[src/mcqe_ram.sv]
module mcqe_ram #(
  parameter int WIDTH = 64,
  parameter int DEPTH = 64
) (
  input  logic                     clk,
  input  logic                     wr_en,
  input  logic [$clog2(DEPTH)-1:0] wr_addr,
  input  logic [WIDTH-1:0]         wr_data,
  input  logic                     rd_en,
  input  logic [$clog2(DEPTH)-1:0] rd_addr,
  output logic [WIDTH-1:0]         rd_data
);

  logic [WIDTH-1:0] mem [DEPTH];
  logic [WIDTH-1:0] rd_data_r;

  // One write port and one registered read port; read data holds when not read.
  always_ff @(posedge clk) begin
    if (wr_en) begin
      mem[wr_addr] <= wr_data;
    end
    if (rd_en) begin
      rd_data_r <= mem[rd_addr];
    end
  end

  assign rd_data = rd_data_r;

endmodule

[config.mk]
export PLATFORM = sky130hd
export DESIGN_NAME = mcqe_ram
export DESIGN_NICKNAME = d
export VERILOG_FILES = /design/src/mcqe_ram.sv
export SDC_FILE = /design/constraint.sdc
export NUM_CORES = 2
export LEC_CHECK = 0
export BUFFER_PORTS_ARGS = -buffer_cell sky130_fd_sc_hd__buf_4
export CORE_MARGIN = 3
export CORE_UTILIZATION = 30
export DETAILED_ROUTE_END_ITERATION = 10
export SLEW_MARGIN = 30
export SYNTH_ARGS = -nofsm -noshare
export SYNTH_HDL_FRONTEND = slang
export SYNTH_SLANG_ARGS = --single-unit
[constraint.sdc]
create_clock -name clk -period 7.8 [get_ports clk]
set_clock_uncertainty 0.15 [all_clocks]
set_input_delay 0.39 -clock clk [delete_from_list [all_inputs] [get_ports clk]]
set_output_delay 0.39 -clock clk [all_outputs]
set_load 0.02 [all_outputs]
# [Word level (Yosys, flattened, before mapping)]
# Memories as Yosys holds them, arrays and structs flattened. A register that Yosys moved wholly into a read port is not among the register bits.
# Cells that the tools add are included.
[totals] register_bits=0 ram_bits=4096 in_bits=79 output_inout_bits=64 elab_cells=3 n_memories=1
[mem_list] memory="mem" words=64 width=64 read_ports=1 rd_clocked_by_memory_dff=1 wr=1 line="14" source="logic [WIDTH-1:0] mem [DEPTH];"
[op_classes] n_mux=2
[ops] op="$mux W1" n=2

# [Longest topological paths before layout]
[depth] ltp_word=2 mapped_depth=9

# [Least setup slack after synthesis]
# Ideal clock, no wire load.
[synth_timing] kind="input port to flip-flop" startpoint="input port wr_addr[3]" endpoint="memory mem[48][0], enable pin" setup_ns=0.564 arrival_ns=5.262 t_required_ns=7.086 path_slack_ns=1.824 path_stages=4 path_buffers=1 cell_sequence="clkbuf_1 -> nor2b_1 -> nand4b_1 -> nor3_1"
[synth_lines] item="start: declaration" line="7" source="input logic [$clog2(DEPTH)-1:0] wr_addr,"
[synth_lines] item="end: declaration" line="14"
# Straight into the memory's write port.

# [Worst setup path after layout]
[layout_timing] startpoint="input port wr_addr[1]" endpoint="memory mem[10][54], enable pin"
# Straight into the memory's write port.

==> results.md <==
* CP Cell Sequence: dlygate4sd3_1 > buf_4 > nor2b_1 > nand2_1 > nor2_4 > buf_4 > buf_4
* Crit-path slowest cell: buf_4
* Initial antenna violation count at 39
* Hold crit path type: input port to flop
* CP endpoint kind: flop
* Die area at 532000 um2
* RSZ-0062 raised after global routing: no
* Levels on crit path at 7
* CP required at 8.18 ns
* CTS H-Tree Depth at 5
* EDFF count, synth at 4160
* Max-cap violations at 0
* Initial drt markers at between 10000 and 15000
* Reg2reg start: mem[62][5]$_DFFE_PP_
* Hold depth at 3
* Cell mode on critical path: buf_4
* Buffers on Ports at 142
* Cells after Synth at 6598
* Mapped Nets at 6677
* Vias in the first global route at 76370
* Nets at 7134
* Placed cells at 13508
* Bufs and invs on worst path at 4
* Worst slew margin at 0.302
* Final HPWL DP at 241000 um
* Fin crit share at 0.453
* Hold_sp: wr_addr[0]
* Clk slew on worst S/H paths at 0.06 ns
* #FFs+latches synth at approximately 4200
* Hold Path End: mem[53][50]$_DFFE_PP_
* Per-cell routed wire length at 31.5 um
* Most common cell after layout, fill and taps aside: edfxtp_1
* P per Cell Area at 254 nW/um2
* Initial core utilization at 0.301
* Setup-failing EPs final at 0
* Post-route minimum period at ~3.5 ns
* Via/cell ratio at 5.29
* Largest net degree at the start of global routing at 112
* Cell count of the worst reg-to-reg path at 5
* DRC violations left at 0
* First-pass GRT wire length at 626000 um
* Vias post-DR at 75910
* Total I/O pin count at roughly 140
* R2r setup slk at about 5.4 ns
* Final Power at 46.1 mW
* Final worst slack at 4.27 ns
* Fin cells at about 14000
* Worst vdd ir at 0.205 mV
* Most frequent cells in the layout: edfxtp_1, mux4_2, clkbuf_16, buf_4, a22oi_1
* Clock Sinks at 4160
* Max Transition Viols Final at 0
* Longest Clk Path Bufs at 4
* Clk root buf: clkbuf_16
* Synth async-reset ratio at 0
* Num CTS Buffers at 416
* Synth-to-layout area growth at 15.8%
* Main synth FF type: edfxtp_1
* Reg2reg end: rd_data[5]$_DFFE_PP_
* F_max at 283 MHz
* Leakage at 55.3 nW
* Rows at 265
* Routed WL at between 400000 and 500000 um
* Die height at 729 um
* CP max FO at 34
* Max incr delay on CP at approximately 0.80 ns
* Delay-heaviest family, CP: buffers and inverters
* Die W at 729 um
* Setup TNS at 0 ns
* Syn_area_per_cell at 23.8 um2
* Pre-CTS WS at approximately 3.5 ns
* Core box area at between 500000 and 600000 um2
* Worst-skew pair later-pin latency at 0.96 ns
* Netlist cell types at 32
* Worst-margin pin slew at 1.05 ns
* Yosys warns at 0
* CTS tree: yes
* Status: finished, final reports clean
* Grt ovf at 0
* Global placement routability congestion at 0.766
* Crit path launch type: input port
* WP data arrival at 3.91 ns
* First-pass DRT Iterations at 6
* ANT nets after route at 0
* Mapped cell area at 157000 um2
* Critical path type: input port to flop
* Total Routing Usage GR at 0.166
* Final hold violations at 0
* PostCTS Resize Cnt at 0
* Sequential fraction of the synthesis area at 0.796
* Share of post-route cells with drive strength above 1 at 0.273
==> layer usage <==
metal | GRT usage | share of wire | routed length, um
met2 | 0.281 | 0.50 | 224000
met3 | 0.0242 | 0.082 | 37100
met5 | 0 | 0.00017 | 76
met4 | 0.0480 | 0.032 | 14200
met1 | 0.223 | 0.39 | 176000
==> cells in the mapped netlist (all sizes together), types with 45 or more instances <==
| cell | number | area (um2) |
|---|---|---|
| edfxtp | 4160 | 125000 |
| nor2 | 112 | 420 |
| and3 | 64 | 400 |
| a22o | 88 | 771 |
| a211oi | 63 | 473 |
| o22ai | 83 | 519 |
| a22oi | 168 | 1260 |
| mux4 | 1024 | 23100 |
| clkbuf | 140 | 526 |
| buf | 230 | 1250 |
| mux2i | 135 | 1350 |
| nand2 | 58 | 218 |
| nand3 | 45 | 225 |
==> per-stage QoR <==
stage	util	cell area, um2	hold slack (ns)
finish	0.349	182000	0.118
global route	0.349	182000	0.0728
CTS	0.348	182000	0.0302
detailed placement	0.322	168000	0.725
global placement	0.321	167000	0.734
floorplan	-	157000	0.339
==> cell type report <==
type                            count  area, um2
Antenna cell                        8       20.0
Multi-Input combinational cell   2049      30800
Clock buffer                      510      10900
Clock inverter                    250       1980
Fill cell                       47498     339000
Tap cell                         6942       8690
Timing Repair Buffer              409       4380
Inverter                           19       71.3
Sequential cell                  4160     125000
==> worst reg2reg max path, delay by kind of cell (launching register included) <==
kind	cells	cell delay, ns
AOI/OAI and AO/OA	3	0.79
DFF	1	0.37
muxes	2	0.80
==> registers in the layout, indices dropped and copies added (netlist names) <==
signal   cells
rd_data     64
mem       4096
==> worst max path at each step <==
stage               start                     to  slack [ns]
2_1_floorplan  wr_addr[3]   mem[48][0]$_DFFE_PP_        1.82
6_report       wr_addr[1]  mem[10][54]$_DFFE_PP_        4.27
4_1_cts        wr_addr[2]  mem[28][58]$_DFFE_PP_        4.35
5_1_grt        wr_addr[1]  mem[10][59]$_DFFE_PP_        4.27
3_5_place_dp   rd_addr[2]   rd_data[2]$_DFFE_PP_        3.49
3_3_place_gp   rd_addr[2]   rd_data[2]$_DFFE_PP_        3.47
==> kinds of logic (layout without fill, tap and decap cells) <==
kind of cell	Yosys count	after routing	share of synthesized area
AO/OA/AOI/OAI	504	504	0.0247
AND/OR/NAND/NOR	386	386	0.0123
other	0	8	0
flip-flops	4160	4160	0.796
multiplexers	1159	1159	0.156
buffers and inverters	389	1188	0.0118
==> report_power, final <==
part / total, mW / internal, mW / switching (mW)
registers: 24.9 / 24.8 / 0.109
logic: 2.17 / 0.803 / 1.37
clock network: 19.1 / 10.7 / 8.33
total: 46.1 / 36.3 / 9.81
==> repair_timing <==
action,in CTS,in global routing
hold buffers,68,0
setup buffers,0,0
hold endpoints to repair,4189,0
Power figures use the tool's default switching activity.
