===== src/mcqe_pkg.sv =====
package mcqe_pkg;

  // Channel and buffer geometry.
  localparam int NUM_CHANNELS = 4;
  localparam int MAX_DEPTH    = 16;
  localparam int CHAN_W       = $clog2(NUM_CHANNELS);
  localparam int PTR_W        = $clog2(MAX_DEPTH);
  localparam int CAP_W        = 5;
  localparam int SLOT_DEPTH   = NUM_CHANNELS * MAX_DEPTH;
  localparam int SLOT_ADDR_W  = CHAN_W + PTR_W;
  localparam int DATA_W       = 64;

  // Configuration port.
  localparam int CFG_IDX_W  = 2;
  localparam int CFG_DATA_W = CAP_W;

  // Action codes.
  localparam logic [2:0] ACT_SEND   = 3'd0;
  localparam logic [2:0] ACT_RECV   = 3'd1;
  localparam logic [2:0] ACT_CLOSE  = 3'd2;
  localparam logic [2:0] ACT_QUERY  = 3'd3;
  localparam logic [2:0] ACT_SELECT = 3'd4;
  localparam logic [2:0] ACT_POLL   = 3'd5;

  // Status codes.
  localparam logic [1:0] ST_OK      = 2'd0;
  localparam logic [1:0] ST_BLOCK   = 2'd1;
  localparam logic [1:0] ST_CLOSED  = 2'd2;
  localparam logic [1:0] ST_PENDING = 2'd3;

  // One input transaction.
  typedef struct packed {
    logic [2:0]               action;
    logic [1:0]               chan_index;
    logic signed [DATA_W-1:0] send_value;
    logic [3:0]               chan_mask;
  } in_item_t;

  // One result transaction.
  typedef struct packed {
    logic [1:0]               status;
    logic signed [DATA_W-1:0] recv_value;
    logic [1:0]               chosen_chan;
    logic                     is_closed;
  } out_item_t;

  // Result of one processed transaction, before the slot store data is merged in.
  typedef struct packed {
    logic [1:0]        status;
    logic [1:0]        chosen_chan;
    logic              is_closed;
    logic              from_ram;
    logic [DATA_W-1:0] handoff_data;
  } eng_res_t;

  // Slot store access request.
  typedef struct packed {
    logic                   wr_en;
    logic [SLOT_ADDR_W-1:0] wr_addr;
    logic [DATA_W-1:0]      wr_data;
    logic                   rd_en;
    logic [SLOT_ADDR_W-1:0] rd_addr;
  } ram_req_t;

endpackage


===== src/mcqe_engine.sv =====
module mcqe_engine
  import mcqe_pkg::*;
(
  input  logic                  clk,
  input  logic                  rst_n,
  input  logic                  cfg_wen,
  input  logic [CFG_IDX_W-1:0]  cfg_index,
  input  logic [CFG_DATA_W-1:0] cfg_wdata,
  input  logic                  fire,
  input  in_item_t              item,
  output eng_res_t              res,
  output ram_req_t              ram_req
);

  logic [CAP_W-1:0]  cap_r         [NUM_CHANNELS];
  logic [PTR_W-1:0]  wr_ptr_r      [NUM_CHANNELS];
  logic [PTR_W-1:0]  wr_ptr_nxt    [NUM_CHANNELS];
  logic [PTR_W-1:0]  rd_ptr_r      [NUM_CHANNELS];
  logic [PTR_W-1:0]  rd_ptr_nxt    [NUM_CHANNELS];
  logic [CAP_W-1:0]  fill_r        [NUM_CHANNELS];
  logic [CAP_W-1:0]  fill_nxt      [NUM_CHANNELS];
  logic [DATA_W-1:0] hv_r          [NUM_CHANNELS];
  logic [DATA_W-1:0] hv_nxt        [NUM_CHANNELS];
  logic [NUM_CHANNELS-1:0] closed_r, closed_nxt;
  logic [NUM_CHANNELS-1:0] hfull_r, hfull_nxt;
  logic [NUM_CHANNELS-1:0] htaken_r, htaken_nxt;

  logic [CAP_W-1:0]        cap_eff [NUM_CHANNELS];
  logic [NUM_CHANNELS-1:0] has_data;
  logic [CHAN_W-1:0]       ch;
  logic [CAP_W-1:0]        ch_cap;
  logic                    ch_full;
  logic                    sel_hit;
  logic [CHAN_W-1:0]       sel_ch;
  logic                    take_en;
  logic [CHAN_W-1:0]       take_ch;

  // Pointer advance that wraps at the channel's effective capacity.
  function automatic logic [PTR_W-1:0] bump(input logic [PTR_W-1:0] p,
                                            input logic [CAP_W-1:0] cap);
    logic [CAP_W-1:0] p1;
    p1 = CAP_W'(p) + CAP_W'(1);
    bump = (p1 >= cap) ? '0 : p1[PTR_W-1:0];
  endfunction

  // Capacity clamp and per-channel data presence.
  always_comb begin
    for (int i = 0; i < NUM_CHANNELS; i++) begin
      cap_eff[i]  = (cap_r[i] > CAP_W'(MAX_DEPTH)) ? CAP_W'(MAX_DEPTH) : cap_r[i];
      has_data[i] = (cap_eff[i] == '0) ? hfull_r[i] : (fill_r[i] != '0);
    end
  end

  assign ch      = item.chan_index[CHAN_W-1:0];
  assign ch_cap  = cap_eff[ch];
  assign ch_full = (fill_r[ch] >= ch_cap);

  // Select picks the lowest-numbered masked channel holding data.
  always_comb begin
    sel_hit = 1'b0;
    sel_ch  = '0;
    for (int i = 0; i < NUM_CHANNELS; i++) begin
      if (!sel_hit && item.chan_mask[i] && has_data[i]) begin
        sel_hit = 1'b1;
        sel_ch  = CHAN_W'(i);
      end
    end
  end

  // Decision logic and next state for the transaction in the input register.
  always_comb begin
    wr_ptr_nxt = wr_ptr_r;
    rd_ptr_nxt = rd_ptr_r;
    fill_nxt   = fill_r;
    hv_nxt     = hv_r;
    closed_nxt = closed_r;
    hfull_nxt  = hfull_r;
    htaken_nxt = htaken_r;

    res              = '0;
    ram_req          = '0;
    ram_req.wr_addr  = {ch, wr_ptr_r[ch]};
    ram_req.wr_data  = item.send_value;
    take_en          = 1'b0;
    take_ch          = ch;

    case (item.action)
      ACT_SEND: begin
        if (closed_r[ch]) begin
          res.status = ST_CLOSED;
        end else if (ch_cap == '0) begin
          if (hfull_r[ch]) begin
            res.status = ST_BLOCK;
          end else begin
            hv_nxt[ch]     = item.send_value;
            hfull_nxt[ch]  = 1'b1;
            htaken_nxt[ch] = 1'b0;
            res.status     = ST_PENDING;
          end
        end else if (ch_full) begin
          res.status = ST_BLOCK;
        end else begin
          ram_req.wr_en  = fire;
          wr_ptr_nxt[ch] = bump(wr_ptr_r[ch], ch_cap);
          fill_nxt[ch]   = fill_r[ch] + CAP_W'(1);
          res.status     = ST_OK;
        end
      end
      ACT_RECV: begin
        if (has_data[ch]) begin
          take_en    = 1'b1;
          res.status = ST_OK;
        end else begin
          res.status = closed_r[ch] ? ST_CLOSED : ST_BLOCK;
        end
      end
      ACT_CLOSE: begin
        closed_nxt[ch] = 1'b1;
        hfull_nxt[ch]  = 1'b0;
        htaken_nxt[ch] = 1'b0;
        res.status     = ST_OK;
      end
      ACT_SELECT: begin
        if (sel_hit) begin
          take_en         = 1'b1;
          take_ch         = sel_ch;
          res.chosen_chan = 2'(sel_ch);
          res.status      = ST_OK;
        end else begin
          res.status = ST_BLOCK;
        end
      end
      ACT_POLL: begin
        if (ch_cap == '0) begin
          if (hfull_r[ch]) begin
            res.status = ST_PENDING;
          end else begin
            res.status = closed_r[ch] ? ST_CLOSED : ST_OK;
          end
        end else if (closed_r[ch]) begin
          res.status = ST_CLOSED;
        end else begin
          res.status = ch_full ? ST_BLOCK : ST_OK;
        end
      end
      default: begin
        res.status = ST_OK;
      end
    endcase

    // Taking a value: from the hand-off slot or from the ring in the slot store.
    ram_req.rd_addr = {take_ch, rd_ptr_r[take_ch]};
    if (take_en) begin
      if (cap_eff[take_ch] == '0) begin
        res.handoff_data        = hv_r[take_ch];
        hfull_nxt[take_ch]      = 1'b0;
        htaken_nxt[take_ch]     = 1'b1;
      end else begin
        res.from_ram            = 1'b1;
        ram_req.rd_en           = fire;
        rd_ptr_nxt[take_ch]     = bump(rd_ptr_r[take_ch], cap_eff[take_ch]);
        fill_nxt[take_ch]       = fill_r[take_ch] - CAP_W'(1);
      end
    end

    res.is_closed = closed_nxt[ch];
  end

  // Capacity registers.
  always_ff @(posedge clk) begin
    if (!rst_n) begin
      for (int i = 0; i < NUM_CHANNELS; i++) begin
        cap_r[i] <= '0;
      end
    end else if (cfg_wen) begin
      cap_r[cfg_index] <= cfg_wdata;
    end
  end

  // Channel state.
  always_ff @(posedge clk) begin
    if (!rst_n) begin
      for (int i = 0; i < NUM_CHANNELS; i++) begin
        wr_ptr_r[i] <= '0;
        rd_ptr_r[i] <= '0;
        fill_r[i]   <= '0;
        hv_r[i]     <= '0;
      end
      closed_r <= '0;
      hfull_r  <= '0;
      htaken_r <= '0;
    end else if (fire) begin
      wr_ptr_r <= wr_ptr_nxt;
      rd_ptr_r <= rd_ptr_nxt;
      fill_r   <= fill_nxt;
      hv_r     <= hv_nxt;
      closed_r <= closed_nxt;
      hfull_r  <= hfull_nxt;
      htaken_r <= htaken_nxt;
    end
  end

  // A hand-off slot is never both full and marked taken.
  a_handoff_excl: assert property (@(posedge clk) disable iff (!rst_n)
    (hfull_r & htaken_r) == '0)
    else $error("hand-off slot full and taken at once");

  // One transaction either writes or reads the slot store, never both.
  a_ram_one_port: assert property (@(posedge clk) disable iff (!rst_n)
    !(ram_req.wr_en && ram_req.rd_en))
    else $error("slot store written and read by one transaction");

  // Closed flags only change when a transaction is processed.
  a_closed_hold: assert property (@(posedge clk) disable iff (!rst_n)
    !fire |=> $stable(closed_r))
    else $error("closed flag changed without a transaction");

  // Fill counts never exceed MAX_DEPTH, the largest ring size.
  for (genvar g = 0; g < NUM_CHANNELS; g++) begin : g_fill_chk
    a_fill_bound: assert property (@(posedge clk) disable iff (!rst_n)
      fill_r[g] <= CAP_W'(MAX_DEPTH))
      else $error("fill count above ring size");
  end

endmodule


===== config.mk =====
export PLATFORM = sky130hd
export DESIGN_NAME = mcqe_engine
export DESIGN_NICKNAME = d
export VERILOG_FILES = /design/src/mcqe_pkg.sv /design/src/mcqe_engine.sv
export SDC_FILE = /design/constraint.sdc
export NUM_CORES = 1
export LEC_CHECK = 0
export BUFFER_PORTS_ARGS = -buffer_cell sky130_fd_sc_hd__buf_2
export CAP_MARGIN = 30
export CORE_MARGIN = 2
export CORE_UTILIZATION = 60
export CTS_BUF_LIST = sky130_fd_sc_hd__clkbuf_8
export CTS_CLUSTER_DIAMETER = 200
export DETAILED_ROUTE_END_ITERATION = 8
export GPL_ROUTABILITY_DRIVEN = 0
export GPL_TIMING_DRIVEN = 0
export PLACE_DENSITY = 0.83
export SLEW_MARGIN = 10
export SYNTH_ARGS = -nofsm -noshare
export SYNTH_HDL_FRONTEND = slang
export SYNTH_SLANG_ARGS = --single-unit
export TNS_END_PERCENT = 1

===== constraint.sdc =====
create_clock -name clk -period 9.05 [get_ports clk]
set_input_delay 2.715 -clock clk [delete_from_list [all_inputs] [get_ports clk]]
set_output_delay 2.715 -clock clk [all_outputs]
set_load 0.03 [all_outputs]

After elaboration in Yosys (flattened, before gate mapping)
Memories as Yosys holds them, arrays and structs flattened.
Index checks and enable logic that the tools add are counted.
{"block": "classes", "bitwise": 13, "n_reduce_logical": 29, "muxes": 113, "eq_ne": 4, "n_addsub": 4, "n_lt_le_gt_ge": 15}
{"operator": "bitwise mux 256 bit", "count": 1}
{"operator": "2-to-1 mux 64 bit", "count": 4}
{"operator": "binary-select mux 64 bit (select 2 bit)", "count": 1}
{"operator": "demux 64 bit (select 2 bit)", "count": 1}
{"operator": "2-to-1 mux 20 bit", "count": 6}
{"operator": "2-to-1 mux 5 bit", "count": 15}
{"operator": "2-to-1 mux 65 bit", "count": 1}
{"operator": "2-to-1 mux 4 bit", "count": 14}
{"operator": "binary-select mux 5 bit (select 2 bit)", "count": 4}
{"operator": "bitwise mux 20 bit", "count": 2}
{"operator": "bitwise mux 16 bit", "count": 2}
{"operator": "2-to-1 mux 2 bit", "count": 16}
{"operator": "2-to-1 mux 1 bit", "count": 31}
{"operator": "zero test 5 bit", "count": 6}
{"operator": "demux 5 bit (select 2 bit)", "count": 2}
{"operator": "> comparator 5 bit, second input constant", "count": 4}
{"operator": "nonzero test 5 bit", "count": 4}
{"operator": "binary-select mux 4 bit (select 2 bit)", "count": 2}
{"operator": "demux 4 bit (select 2 bit)", "count": 2}
{"operator": ">= comparator 5 bit", "count": 3}
{"operator": "logical AND 1 bit", "count": 11}
{"operator": "adder 4 x 1 -> 5 bit, second input constant", "count": 2}
{"operator": "AND reduction 5 bit", "count": 2}
{"operator": "bitwise AND 4 bit", "count": 2}
{"operator": "other kinds (22)", "count": 40}
{"block": "word_totals", "elab_cells": 197, "output_inout_bits": 148, "reg_bits": 316, "memories": 1, "inputBits": 84, "ramBits": 20}
{"memory": "cap_r", "depth": 4, "word_bits": 5, "rd": 4, "rd_ports_with_merged_regs": 0, "write_ports": 4, "line_no": "mcqe_engine.sv:15", "source": "logic [CAP_W-1:0] cap_r [NUM_CHANNELS];"}

Longest topological paths before layout
An unclocked memory read counts as a cell.
{"block": "logic_depth", "word_depth": 29, "ltp_mapped": 20, "mapped_depth_nobuf": 18}

Worst setup path after synthesis
No wires, ideal clock.
{"block": "synth_path", "kind": "input to output", "startpoint": "input port item[68] (netlist bit)", "endpoint": "output port ram_req[77] (netlist bit)", "cell_stages": 12, "t_arrival_ns": 5.584, "t_required_ns": 6.335, "path_slack_ns": 0.751, "n_path_buf": 2, "path_cell_list": "buf_2 -> buf_1 -> mux4_2 -> inv_1 -> ha_1 -> nand2b_1 -> a21o_1 -> a21o_1 -> a21oi_1 -> o211ai_1 -> or2_2 -> inv_1"}
{"item": "start, declared", "line_no": "mcqe_engine.sv:10", "source": "input in_item_t item,"}
{"item": "end, declared", "line_no": "mcqe_engine.sv:12", "source": "output ram_req_t ram_req"}

==> results by group <==
Logic synthesis
  • Multiplexer fraction of the synthesized cell area: 0.143
  • Number of cells produced by synthesis: 1,945
  • Dominant combinational cell family by area after synthesis: simple AND/OR/NAND/NOR gates
  • Post-Synthesis Cell Area: 16,800 sq um
  • Portion of the post-synthesis area used by sequential elements: 0.413
  • Library cell with the largest summed area after synthesis: sky130_fd_sc_hd__dfxtp_1
  • Adder-Cell Fraction of Synth Area: 0.0142
  • Synthesized area per cell: 8.63 sq um
  • Parity-gate share of the synthesized area counting xor and xnor cells: 0.00522
  • Mapped Nets: 2,048
  • Number of flops mapped to enable cells by yosys: 20
  • Portion of synthesized cell area occupied by the leading cell type: 0.377
  • Number of distinct library cells after synthesis: 77
  • Post-synthesis register bit count: 336
  • Top cells by area, synth: sky130_fd_sc_hd__dfxtp_1, sky130_fd_sc_hd__nand2_1, sky130_fd_sc_hd__mux4_2
  • Primary FF master, synth: sky130_fd_sc_hd__dfxtp_1
  • Simple logic cell fraction of the synthesized area: 0.210
  • Share of synthesized flip-flops with an asynchronous set or reset: 0
  • YS warnings: 0
  • Share of the synthesized area in compound gates (AO/OA/AOI/OAI): 0.145

Finish
  • Filler Cells Inserted: ~2,100
  • Share of layout cells above drive strength 1: 0.231
  • P&R area growth vs syn: 16.8%
  • Footprint of the flip-flops and latches: a little under 7000 sq um
  • Post-layout nets: 2,337
  • Commonest non-fill, non-tap cell in the layout: sky130_fd_sc_hd__nand2_1
  • Non-filler cells, final: 2,655
  • Most frequent cells in the layout: sky130_fd_sc_hd__nand2_1, sky130_fd_sc_hd__dfxtp_1, sky130_fd_sc_hd__a21oi_1
  • Area of the multi-input gates: 8730 sq um

Clock tree
  • Clock root buffer: sky130_fd_sc_hd__clkbuf_8
  • Insertion delay to the later sink of the worst-skew pair: 0.58 ns
  • Clock slew seen by the registers of the worst setup and hold paths: 0.06 ns
  • Sink count of the clock tree: about 340
  • Maximum buffer depth of the clock tree: 3
  • CTS buffer count: 53
  • Total number of H-tree levels: 2
  • CTS tree: yes

Placement
  • Dpl hpwl: 34.9 mm
  • Number of I/O port buffers: roughly 230
  • Worst slack after detailed placement: -0.395 ns
  • Placed cell count: between 2,000 and 3,000

Global routing
  • Initial antenna violation count: 5
  • Total gr overflow: 0
  • GRT Resource Usage Total: 0.335
  • Largest net degree at the start of global routing: 14
  • Vias in the first global route: 15,370
  • Global-route wire length before repair: 78.2 mm

Flow run
  • Max-capacitance violation count: 0

Critical path
  • Kind of end point of the critical path: output pin
  • Maximum cell stage delay along the critical path: 0.60 ns
  • Startpoint of the lowest-slack register-to-register path: cap_r[1][1]$_SDFFCE_PN0P_
  • Reg2Reg Depth: 19
  • CP most frequent cell: sky130_fd_sc_hd__clkbuf_1
  • Arr. time, crit path: 6.23 ns
  • Capture instance of the worst register-to-register path: rd_ptr_r[3]$_SDFFE_PN0P_
  • Data required time at the worst endpoint: 6.34 ns
  • Peak fanout along the critical path: 10
  • Critical Path, Cell by Cell: clkbuf_1 -> nor2b_1 -> nand2b_1 -> a21oi_1 -> or2_1 -> buf_4 -> buf_2 -> clkbuf_1 -> clkbuf_1 -> mux4_2 -> and2_1 -> buf_2
  • Setup crit start kind: primary input
  • Register-to-register path setup slack: 3.94 ns
  • WP buf/inv: 6
  • Slowest cell on the critical path: sky130_fd_sc_hd__clkbuf_1
  • Worst setup path category: primary input to output pin
  • Family with the most delay on the worst path: buffers and inverters

Route
  • DR WL/cell: between 15 and 20 um
  • Remaining number of nets flagged by the antenna check after routing: 0
  • Via count: 15,957
  • Detailed Routing Iterations Pass 1: 5
  • Drt drc: 0
  • Drt via density: about 6.0
  • Total wire length after detailed routing: 49.8 mm
  • DRT iter0 DRCs: ~1,900

STA
  • Endpoints failing setup: 0
  • Post-route clock skew: ~0.023 ns
  • Period Utilization, post-route: 0.989
  • Setup tns final: 0 ns
  • Tmin final: 8.95 ns
  • Worst slack on hold paths: 0.453 ns
  • Worst Setup Slack, final: about 0.10 ns
  • Pins over their slew limit: 0
  • Worst max-slew margin expressed relative to the limit: 0.312
  • Worst-Margin Slew: 1.03 ns
  • Hold Violations, Final: 0
  • RSZ-0062 raised after global routing: yes
  • Fmax: 112 MHz

Floorplan
  • Die extent in y: 171 um
  • Full die area: just under 30,000 sq um
  • X dimension of the die: roughly 170 um
  • Initial standard-cell utilization of the core: 0.607
  • Core footprint: 27,600 sq um
  • Number of placement rows: 61
  • Count of boundary I/O pins: 232

Min path
  • Source of the worst hold timing path: hv_r[23]$_SDFFE_PN0P_
  • Hold-critical path endpoint: hv_r[23]$_SDFFE_PN0P_
  • Number of cells on the worst hold path: 2
  • Type of the most critical hold path: register to register

Power and ir drop
  • Largest voltage drop on the vdd net: 133 uV
  • Areal power density over the cells: approximately 160 nW/um^2
  • LEAKAGE: 7.44 nW

Outcome
  • Run status: completed
[cells in the mapped netlist (6+ instances only)]
library cell,number
sky130_fd_sc_hd__mux2i_1,47
sky130_fd_sc_hd__nor2_1,61
sky130_fd_sc_hd__nand2_1,572
sky130_fd_sc_hd__dfxtp_1,316
sky130_fd_sc_hd__buf_4,74
sky130_fd_sc_hd__edfxtp_1,20
sky130_fd_sc_hd__or2_2,6
sky130_fd_sc_hd__o21ai_0,16
sky130_fd_sc_hd__or3_1,6
sky130_fd_sc_hd__or4_1,7
sky130_fd_sc_hd__nor2b_1,12
sky130_fd_sc_hd__and3_1,12
sky130_fd_sc_hd__a211oi_1,15
sky130_fd_sc_hd__mux4_2,85
sky130_fd_sc_hd__clkbuf_1,115
sky130_fd_sc_hd__and2_1,83
sky130_fd_sc_hd__a21oi_1,277
sky130_fd_sc_hd__inv_1,20
sky130_fd_sc_hd__nor3_1,16
sky130_fd_sc_hd__nand3_1,13
sky130_fd_sc_hd__ha_1,19
sky130_fd_sc_hd__buf_2,11
sky130_fd_sc_hd__a21o_1,7
sky130_fd_sc_hd__o22ai_1,6
sky130_fd_sc_hd__o221a_2,6
sky130_fd_sc_hd__o211ai_1,9
sky130_fd_sc_hd__nand2b_1,15
[cell families after synthesis]
kind of cell / Yosys count
muxes: 134
DFF: 336
and+or+nand+nor: 818
adders and majority gates: 19
buffers and inverters: 229
AOI/OAI and AO/OA: 399
xor gates and xnor gates: 10
[registers in the layout, indices dropped and copies added, names as in the netlist]
register  flops
hfull_r       4
fill_r       20
cap_r        20
closed_r      4
hv_r        256
rd_ptr_r     16
wr_ptr_r     16
[per-layer routing]
layer,up-vias,part of all wire,global-route usage
li1,7232,-,-
met3,165,0.11,0.0679
met1,7561,0.38,0.428
met5,-,0.00026,0
met2,997,0.48,0.555
met4,2,0.034,0.139
[per-stage QoR]
step                cell area [sq um]  total power, W   util
floorplan                       16800         0.00180      -
global placement                18400         0.00192  0.666
detailed placement              18400         0.00193  0.667
CTS                             19600         0.00321  0.708
global route                    19600         0.00332  0.709
finish                          19600         0.00323  0.709
[power breakdown]
part           total, W  switching (W)  internal [W]
Combinational  0.000389       0.000252      0.000137
Clock           0.00132       0.000602      0.000714
Sequential      0.00152      0.0000134       0.00151
Total           0.00323       0.000868       0.00236
[worst min-delay path, stage by stage, from the launching register on]
cell,delay (ns)
sky130_fd_sc_hd__dfxtp_1,0.30
sky130_fd_sc_hd__nand2_1,0.05
sky130_fd_sc_hd__a21oi_1,0.05
[what timing repair did]
action,4_1_cts,5_1_grt
endpoints found under the setup margin,65,62
setup buffers,2,0
resized for setup,3,7
pin swaps,1,0
hold buffers,0,0
[how the worst max path moves through the flow]
stage,from,to,slack (ns),cells past startpoint
after detailed placement,item[72],res[48],-0.40,13
after floorplan,item[68],ram_req[77],0.75,12
after CTS,item[69],ram_req[77],0.07,14
final,item[72],res[20],0.10,12
after global placement,item[72],res[61],-0.68,13
after global routing,item[72],res[13],-0.01,14
[layout make-up]
class,instances,area share
clock inverters,28,0.00926
repair buffers,234,0.0613
diodes,4,0.000511
clock buffers,66,0.0463
plain buffers,204,0.0546
well taps,378,0.0241
flip-flops and latches,336,0.353
multi-input cells,1380,0.445
inverters,25,0.00492
Note: power is estimated with default switching activity, not from simulation.
